## config.mk

```make
export PLATFORM = sky130hd
export DESIGN_NAME = red_marker_track_and_overlay_unit
export DESIGN_NICKNAME = d
export VERILOG_FILES = /design/src/hdl/rmt_pkg.sv /design/src/hdl/rmt_track.sv /design/src/hdl/rmt_overlay.sv /design/src/hdl/red_marker_track_and_overlay_unit.sv
export SDC_FILE = /design/constraint.sdc
export NUM_CORES = 1
export LEC_CHECK = 0
export BUFFER_PORTS_ARGS = -buffer_cell sky130_fd_sc_hd__buf_2
export CAP_MARGIN = 10
export CORE_ASPECT_RATIO = 1.1
export CORE_MARGIN = 2
export CORE_UTILIZATION = 40
export DETAILED_ROUTE_END_ITERATION = 12
export PLACE_DENSITY = 0.65
export SYNTH_ARGS = -nofsm -noshare
export SYNTH_HDL_FRONTEND = slang
export SYNTH_SLANG_ARGS = --single-unit
```

## constraint.sdc

```tcl
create_clock -name clk -period 6.6 [get_ports clk]
set_input_delay 0.33 -clock clk [delete_from_list [all_inputs] [get_ports clk]]
set_output_delay 0.33 -clock clk [all_outputs]
set_load 0.005 [all_outputs]
```

## src/hdl/rmt_pkg.sv

```systemverilog
// ---------------------------------------------------------------------------
// rmt_pkg
// Shared widths, register indexes and types of the red marker tracker.
// ---------------------------------------------------------------------------
`timescale 1ns / 1ps
`default_nettype none

package rmt_pkg;

  localparam int COLOR_WIDTH = 10;
  localparam int COORD_WIDTH = 10;

  // Stream payload sizes, padded to whole bytes.
  localparam int IN_BITS    = 2 * COORD_WIDTH + 3 * COLOR_WIDTH;
  localparam int OUT_BITS   = 3 * COLOR_WIDTH + 3 * COORD_WIDTH;
  localparam int IN_TDATA_W  = ((IN_BITS + 7) / 8) * 8;
  localparam int OUT_TDATA_W = ((OUT_BITS + 7) / 8) * 8;

  // Configuration port.
  localparam int CFG_DATA_W  = (COLOR_WIDTH > COORD_WIDTH) ? COLOR_WIDTH : COORD_WIDTH;
  localparam int CFG_INDEX_W = 2;

  localparam logic [CFG_INDEX_W-1:0] REG_LEFT_BOUNDARY  = 2'd0;
  localparam logic [CFG_INDEX_W-1:0] REG_RIGHT_BOUNDARY = 2'd1;
  localparam logic [CFG_INDEX_W-1:0] REG_RED_MIN        = 2'd2;
  localparam logic [CFG_INDEX_W-1:0] REG_OTHER_MAX      = 2'd3;

  localparam logic [COORD_WIDTH-1:0] LEFT_BOUNDARY_RST  = COORD_WIDTH'(300);
  localparam logic [COORD_WIDTH-1:0] RIGHT_BOUNDARY_RST = COORD_WIDTH'(600);
  localparam logic [COLOR_WIDTH-1:0] RED_MIN_RST        = COLOR_WIDTH'(600);
  localparam logic [COLOR_WIDTH-1:0] OTHER_MAX_RST      = COLOR_WIDTH'(350);

  localparam logic [COLOR_WIDTH-1:0] COLOR_FULL = '1;
  localparam logic [COLOR_WIDTH-1:0] COLOR_NONE = '0;

  typedef logic [COLOR_WIDTH-1:0] color_t;
  typedef logic [COORD_WIDTH-1:0] coord_t;

  typedef struct packed {
    coord_t left_boundary;
    coord_t right_boundary;
    color_t red_min;
    color_t other_max;
  } cfg_t;

  typedef struct packed {
    coord_t x;
    coord_t y;
    color_t r;
    color_t g;
    color_t b;
  } pixel_t;

  // Latched marker positions as they stand after the current pixel.
  typedef struct packed {
    coord_t left_pos;
    coord_t right_pos;
    coord_t row_pos;
  } marker_t;

  // True when two coordinates differ by at most one.
  function automatic logic near_one(input coord_t a, input coord_t b);
    logic [COORD_WIDTH:0] wa;
    logic [COORD_WIDTH:0] wb;
    wa = {1'b0, a};
    wb = {1'b0, b};
    return (wa == wb) || (wa == wb + 1'b1) || (wb == wa + 1'b1);
  endfunction

endpackage

`default_nettype wire

```

## src/hdl/rmt_track.sv

```systemverilog
// ---------------------------------------------------------------------------
// rmt_track
// Marker detection and the latched left, right and row positions.
// ---------------------------------------------------------------------------
`timescale 1ns / 1ps
`default_nettype none

module rmt_track
  import rmt_pkg::*;
(
  input  wire logic    clk,
  input  wire logic    rst,
  input  wire logic    advance,
  input  wire pixel_t  pixel,
  input  wire cfg_t    cfg,
  output marker_t      marker
);

  coord_t left_pos;
  coord_t right_pos;
  coord_t row_pos;
  logic   left_found;
  logic   right_found;

  coord_t left_pos_next;
  coord_t right_pos_next;
  coord_t row_pos_next;
  logic   left_found_next;
  logic   right_found_next;
  logic   marker_pixel;

  assign marker_pixel = (pixel.r > cfg.red_min) && (pixel.g < cfg.other_max) &&
                        (pixel.b < cfg.other_max);

  // The left window wins when both windows would claim the pixel.
  always_comb begin
    left_pos_next    = left_pos;
    right_pos_next   = right_pos;
    row_pos_next     = row_pos;
    left_found_next  = left_found;
    right_found_next = right_found;
    priority if (pixel.x < cfg.left_boundary && !left_found) begin
      if (marker_pixel) begin
        left_pos_next   = pixel.x;
        row_pos_next    = pixel.y;
        left_found_next = 1'b1;
      end
    end else if (pixel.x > cfg.right_boundary && !right_found) begin
      if (marker_pixel) begin
        right_pos_next   = pixel.x;
        right_found_next = 1'b1;
      end
    end else begin
      // Neither search applies to this pixel; the markers hold.
      left_found_next = left_found;
    end
  end

  always_ff @(posedge clk) begin
    if (rst) begin
      left_pos    <= '0;
      right_pos   <= '0;
      row_pos     <= '0;
      left_found  <= 1'b0;
      right_found <= 1'b0;
    end else if (advance) begin
      left_pos    <= left_pos_next;
      right_pos   <= right_pos_next;
      row_pos     <= row_pos_next;
      left_found  <= left_found_next;
      right_found <= right_found_next;
    end
  end

  assign marker.left_pos  = left_pos_next;
  assign marker.right_pos = right_pos_next;
  assign marker.row_pos   = row_pos_next;

endmodule

`default_nettype wire

```

## src/hdl/rmt_overlay.sv

```systemverilog
// ---------------------------------------------------------------------------
// rmt_overlay
// Recolors one pixel: magenta near a marker, cyan where red dominates.
// ---------------------------------------------------------------------------
`timescale 1ns / 1ps
`default_nettype none

module rmt_overlay
  import rmt_pkg::*;
(
  input  wire pixel_t  pixel,
  input  wire marker_t marker,
  output color_t       out_red,
  output color_t       out_green,
  output color_t       out_blue
);

  logic                   near_marker;
  logic                   red_dominant;
  logic [COLOR_WIDTH+1:0] r_wide;
  logic [COLOR_WIDTH+1:0] g_triple;
  logic [COLOR_WIDTH+1:0] b_triple;

  assign near_marker = (near_one(pixel.x, marker.left_pos) ||
                        near_one(pixel.x, marker.right_pos)) &&
                       near_one(pixel.y, marker.row_pos);

  // Three times a component, as a shift plus add with two spare bits.
  assign r_wide   = {2'b00, pixel.r};
  assign g_triple = {1'b0, pixel.g, 1'b0} + {2'b00, pixel.g};
  assign b_triple = {1'b0, pixel.b, 1'b0} + {2'b00, pixel.b};
  assign red_dominant = (r_wide > b_triple) && (r_wide > g_triple);

  always_comb begin
    priority if (near_marker) begin
      out_red   = COLOR_FULL;
      out_green = COLOR_NONE;
      out_blue  = COLOR_FULL;
    end else if (red_dominant) begin
      out_red   = COLOR_NONE;
      out_green = COLOR_FULL;
      out_blue  = COLOR_FULL;
    end else begin
      out_red   = pixel.r;
      out_green = pixel.g;
      out_blue  = pixel.b;
    end
  end

endmodule

`default_nettype wire

```

## src/hdl/red_marker_track_and_overlay_unit.sv

```systemverilog
// ---------------------------------------------------------------------------
// red_marker_track_and_overlay_unit
// Tracks a left and a right red marker in a pixel stream and overlays them.
// ---------------------------------------------------------------------------
// Channel   Direction  Handshake               Contents
// s_*       in         s_tvalid / s_tready     one pixel: x, y, red, green, blue
// m_*       out        m_tvalid / m_tready     recolored pixel and marker positions
// cfg_*     in         cfg_we (no wait)        boundaries and color thresholds
//
// Each pixel passes through the input register and then the result register,
// with short combinational logic between them; its result is loaded when the
// result register is empty or its contents are being taken. One pixel can be
// transferred in every cycle while results are taken. Reset (rst, synchronous)
// clears both valid flags, the marker flags and positions, and loads the
// register defaults. When the result is not taken, the input register holds
// one more pixel and then s_tready drops.
// ---------------------------------------------------------------------------
`timescale 1ns / 1ps
`default_nettype none

module red_marker_track_and_overlay_unit
  import rmt_pkg::*;
(
  input  wire logic                   clk,
  input  wire logic                   rst,

  input  wire logic                   s_tvalid,
  output logic                        s_tready,
  // From bit 0: pixel_x, pixel_y, in_red, in_green, in_blue, zero padding.
  input  wire logic [IN_TDATA_W-1:0]  s_tdata,

  output logic                        m_tvalid,
  input  wire logic                   m_tready,
  // From bit 0: out_red, out_green, out_blue, left_x, right_x, marker_y,
  // zero padding.
  output logic [OUT_TDATA_W-1:0]      m_tdata,

  input  wire logic                   cfg_we,
  input  wire logic [CFG_INDEX_W-1:0] cfg_index,
  input  wire logic [CFG_DATA_W-1:0]  cfg_data
);

  cfg_t    cfg;
  pixel_t  in_pixel;
  logic    in_valid;
  logic    out_valid;
  logic    advance;
  marker_t marker;
  color_t  ovl_red;
  color_t  ovl_green;
  color_t  ovl_blue;

  // Configuration registers; user writes only while the block is idle (unchecked).
  always_ff @(posedge clk) begin
    if (rst) begin
      cfg.left_boundary  <= LEFT_BOUNDARY_RST;
      cfg.right_boundary <= RIGHT_BOUNDARY_RST;
      cfg.red_min        <= RED_MIN_RST;
      cfg.other_max      <= OTHER_MAX_RST;
    end else if (cfg_we) begin
      unique case (cfg_index)
        REG_LEFT_BOUNDARY:  cfg.left_boundary  <= cfg_data[COORD_WIDTH-1:0];
        REG_RIGHT_BOUNDARY: cfg.right_boundary <= cfg_data[COORD_WIDTH-1:0];
        REG_RED_MIN:        cfg.red_min        <= cfg_data[COLOR_WIDTH-1:0];
        REG_OTHER_MAX:      cfg.other_max      <= cfg_data[COLOR_WIDTH-1:0];
        default:            ;
      endcase
    end
  end

  // The pixel in the input register moves on whenever the result register is
  // empty or its contents are being taken in this cycle. The marker state is
  // updated in the same cycle, so pixels are processed strictly in order.
  assign advance  = in_valid && (!out_valid || m_tready);
  assign s_tready = !in_valid || advance;

  always_ff @(posedge clk) begin
    if (rst) begin
      in_valid <= 1'b0;
    end else if (s_tready) begin
      in_valid <= s_tvalid;
    end
  end

  always_ff @(posedge clk) begin
    if (s_tvalid && s_tready) begin
      in_pixel.x <= s_tdata[COORD_WIDTH-1:0];
      in_pixel.y <= s_tdata[2*COORD_WIDTH-1:COORD_WIDTH];
      in_pixel.r <= s_tdata[2*COORD_WIDTH+COLOR_WIDTH-1:2*COORD_WIDTH];
      in_pixel.g <= s_tdata[2*COORD_WIDTH+2*COLOR_WIDTH-1:2*COORD_WIDTH+COLOR_WIDTH];
      in_pixel.b <= s_tdata[2*COORD_WIDTH+3*COLOR_WIDTH-1:2*COORD_WIDTH+2*COLOR_WIDTH];
    end
  end

  rmt_track u_track (
    .clk     (clk),
    .rst     (rst),
    .advance (advance),
    .pixel   (in_pixel),
    .cfg     (cfg),
    .marker  (marker)
  );

  // The overlay sees the positions as updated by this very pixel.
  rmt_overlay u_overlay (
    .pixel     (in_pixel),
    .marker    (marker),
    .out_red   (ovl_red),
    .out_green (ovl_green),
    .out_blue  (ovl_blue)
  );

  always_ff @(posedge clk) begin
    if (rst) begin
      out_valid <= 1'b0;
    end else if (advance) begin
      out_valid <= 1'b1;
    end else if (m_tready) begin
      out_valid <= 1'b0;
    end
  end

  always_ff @(posedge clk) begin
    if (advance) begin
      m_tdata <= OUT_TDATA_W'({marker.row_pos, marker.right_pos, marker.left_pos,
                               ovl_blue, ovl_green, ovl_red});
    end
  end

  assign m_tvalid = out_valid;

endmodule

`default_nettype wire

```

==> impl_metrics.yaml <==
outcome:
  outcome: "finished clean"
setup_path:
  startpoint_type: "register"
  endpoint_kind: "register"
  crit_buf_inv: 0
  r2r_cells: 17
  critPathSlowestCell: "a2111oi_4"
  crit_fanout: 30
  crit_type: "register to register"
  cp_top_family: "compound AO/OA/AOI/OAI gates"
  crit_required_ps: 6780
  worstPathArrival_ps: 5490
  max_stage_delay_ps: 600
  reg2reg_slack_ps: 1290
  worstPathCellList: "ha_1 > a21o_1 > a211oi_1 > o21ai_1 > a2111oi_4 > nand3_1 > o21ai_0 > ha_1 > xnor2_1 > nor3_1 > o21ai_0 > a211oi_1 > and3_1 > a211o_1 > a2111oi_4 > a22o_4 > o21ai_1"
  reg2reg_to: "m_tdata[6]$_SDFFCE_PP1P_"
  reg2reg_from: "in_pixel[3]$_DFFE_PP_"
logic_synthesis:
  avgSynthCellArea_um2: 9.92
  yosysTopAreaCell: "edfxtp_1"
  synth-async-reset-ratio_pct: 0
  netlist_area_um2: 10800
  synth_cells: 1087
  yosys.cell_types.count: 66
  synth_edf_count: 110
  ys_ff_latch: 184
  seq_area_frac_synth_pct: 44.4
  ys_top_cells_by_count: "edfxtp_1, nor2_1, ha_1"
  synth_top_area_share_pct: 30.6
  yosys_warnings: 0
  synth_area_leaders: "edfxtp_1, dfxtp_1, ha_1"
  ys.flop_type: "edfxtp_1"
  synth.most_common_cell: "edfxtp_1"
sta:
  timing.fmax_mhz: 188
  finalHoldViolCount: 0
  rsz0062_at_grt: "false"
  slew_headroom_pct: 33.0
  finalSetupViolCount: 0
  slew_violations: 0
  tightest_slew_ps: 1000
  finalCritPeriodShare_pct: 80.5
  fin_worst_skew_ps: 16.9
  period_needed_ps: 5310
  tns_ps: 0
  setup_ws_ps: 1290
clocking:
  cts_buffer_depth: 2
  postCtsHoldBufs: 0
  root_buffer: "clkbuf_16"
  cts_tree: "done"
  clock_sinks: 184
  postCtsResizedCells: 0
  cts_buffers: 17
  htree_levels: 4
  cts.clk_slew.worst_paths_ps: 80
  post_cts_buffers: 0
  worstSkewPairLatency_ps: 450
floorplan:
  start_util_pct: 40.3
  die_h_um: 176
  die_x_um: 161
  dieArea_um2: 28300
  std_cell_rows: 63
  pin_count: 139
  fp.coreArea_um2: 26700
global_routing:
  grt_use_met1_pct: 22.0
  grt-busiest-layer: "met2"
  grt_pass1_wl_um: 40700
  grtUsageMet2_pct: 32.5
  grt_max_degree: 75
  grt_pass1_vias: 7934
  overflow: 0
  met3_usage_pct: 2.96
  antenna_found_initial: 2
  track_usage_pct: 18.2
place:
  dp_hpwl_um: 18500
  place_ws_ps: 1340
  place.gp.congestion: 0.883
  port_buffers: 128
  placed_area_um2: 11700
job:
  maxCapViolations: 0
detailed_routing:
  drtIter0Drc: 319
  detail_route.wl_per_cell_um: 16.4
  first_pass_iters: 6
  vias: 8227
  vias_per_cell: 5.27
  drc_errors: 0
  drtAntennaViolNets: 0
  wirelength_um: 25600
final_layout:
  area.sequential_um2: 4780
  nets: 1355
  multi_input_area_um2: 5520
  stdcell_area_um2: 12300
  utilization_pct: 46.0
  drive_gt1_share_pct: 17.3
  fill_cells: 2534
  syn_to_final_growth_pct: 14.1
worst_hold_path:
  holdCritStartpoint: "s_tdata[37]"
  hp-class: "input port to register"
  whs_endpoint: "in_pixel[17]$_DFFE_PP_"
  hold_path_depth: 1
power_and_ir_drop:
  combPwrFrac_pct: 13.9
  powerDensity_nw_per_um2: 221
  p_seq_share_pct: 48.6
  clockPowerShare_pct: 37.5
  ir_drop_mv: 0.175
  p_sw_share_pct: 28.3
  p_switching_uw: 767
  cellLeakagePower_nw: 5.13
  power_mw: 2.71
  internal-power_mw: 1.94
-- state kept, by name, indices dropped and copies added, names as in the netlist, 10 cells and up --
signal,flops
in_pixel,50
cfg,40
u_track.row_pos,10
m_tdata,60
u_track.left_pos,10
u_track.right_pos,10
-- layer usage --
| layer | routed length (um) | share of wire [%] | vias to the layer above |
|---|---|---|---|
| li1 | - | - | 4104 |
| met1 | 11000 | 43 | 3859 |
| met2 | 12800 | 50 | 219 |
| met3 | 1100 | 4.3 | 45 |
| met4 | 647 | 2.5 | 0 |
| met5 | 0 | 0 | - |
-- cell usage in the layout (no fill, tap or decap), types with 4 or more instances in the layout --
cell       instances
nand3_1           32
o211ai_1           9
buf_2            128
a211oi_1           7
o41ai_1            5
a21o_1             7
nand2b_1           7
ha_1              93
nand2_1           91
xnor2_1           42
edfxtp_1         110
and4_1             5
o2111ai_1          4
o21ai_1           11
a31oi_1            6
a21oi_1           61
nor2_1           108
xor2_1            31
inv_8              5
o21ai_0           37
a211o_1           20
conb_1             4
mux2_2            24
clkbuf_16         17
mux2i_1           32
nand4_1           20
nor3_1            19
nor4_1             7
inv_1             67
buf_4             10
and3_1             9
o21a_1            17
nand3b_1           7
dfxtp_1           74
inv_6              4
nor2b_1           14
-- worst register-to-register path: cells and delay by family, from the launching register on --
kind	cells	cell delay (ps)
flip-flops	1	470
AND/OR/NAND/NOR	3	630
adder cells (fa/ha/maj)	2	800
XOR/XNOR	1	170
AO/OA/AOI/OAI	11	2980
-- layout make-up --
cell class,count,area share [%]
Timing Repair Buffer,138,5.82
Clock buffer,18,3.49
Inverter,67,2.04
Clock inverter,14,1.20
Tap cell,357,3.63
Antenna cell,3,0.0610
Sequential cell,184,38.9
Multi-Input combinational cell,779,44.8
-- how the worst max path moves through the flow --
| stage | slack [ps] | depth (start not counted) | from | end |
|---|---|---|---|---|
| after floorplan | 1760 | 6 | m_tvalid$_SDFFE_PP0P_ | u_track.left_pos[5]$_SDFFE_PP0P_ |
| after global placement | 1420 | 17 | in_pixel[3]$_DFFE_PP_ | m_tdata[19]$_SDFFCE_PP0P_ |
| after detailed placement | 1340 | 17 | in_pixel[3]$_DFFE_PP_ | m_tdata[6]$_SDFFCE_PP1P_ |
| after CTS | 1300 | 17 | in_pixel[3]$_DFFE_PP_ | m_tdata[6]$_SDFFCE_PP1P_ |
| after global routing | 880 | 17 | in_pixel[3]$_DFFE_PP_ | m_tdata[8]$_SDFFCE_PP1P_ |
| final | 1290 | 17 | in_pixel[3]$_DFFE_PP_ | m_tdata[6]$_SDFFCE_PP1P_ |
-- logic make-up after synthesis --
family	after synthesis	share of synthesized area [%]
AND/OR/NAND/NOR	341	15.1
AO/OA/AOI/OAI	210	13.1
flip-flops	184	44.4
buffers and inverters	127	4.84
adder cells (fa/ha/maj)	95	11.2
XOR/XNOR	73	5.93
multiplexers	56	5.48
other	1	0.0348
-- power groups by stage --
stage,clock network (mW),registers [mW],logic [mW]
global route,1.08,1.32,0.431
detailed placement,0,1.34,0.378
floorplan,0,1.32,0.274
finish,1.02,1.32,0.378
global placement,0,1.34,0.368
CTS,1.04,1.32,0.380
-- through the flow --
step / hold slack (ps) / cells
3_3_place_gp: 445 / 1525
4_1_cts: 32.4 / 1557
6_report: 46.9 / 1560
3_5_place_dp: 449 / 1525
5_1_grt: 33.1 / 1558
2_1_floorplan: 429 / 1090
No activity file was read; power rests on OpenSTA's default activity.
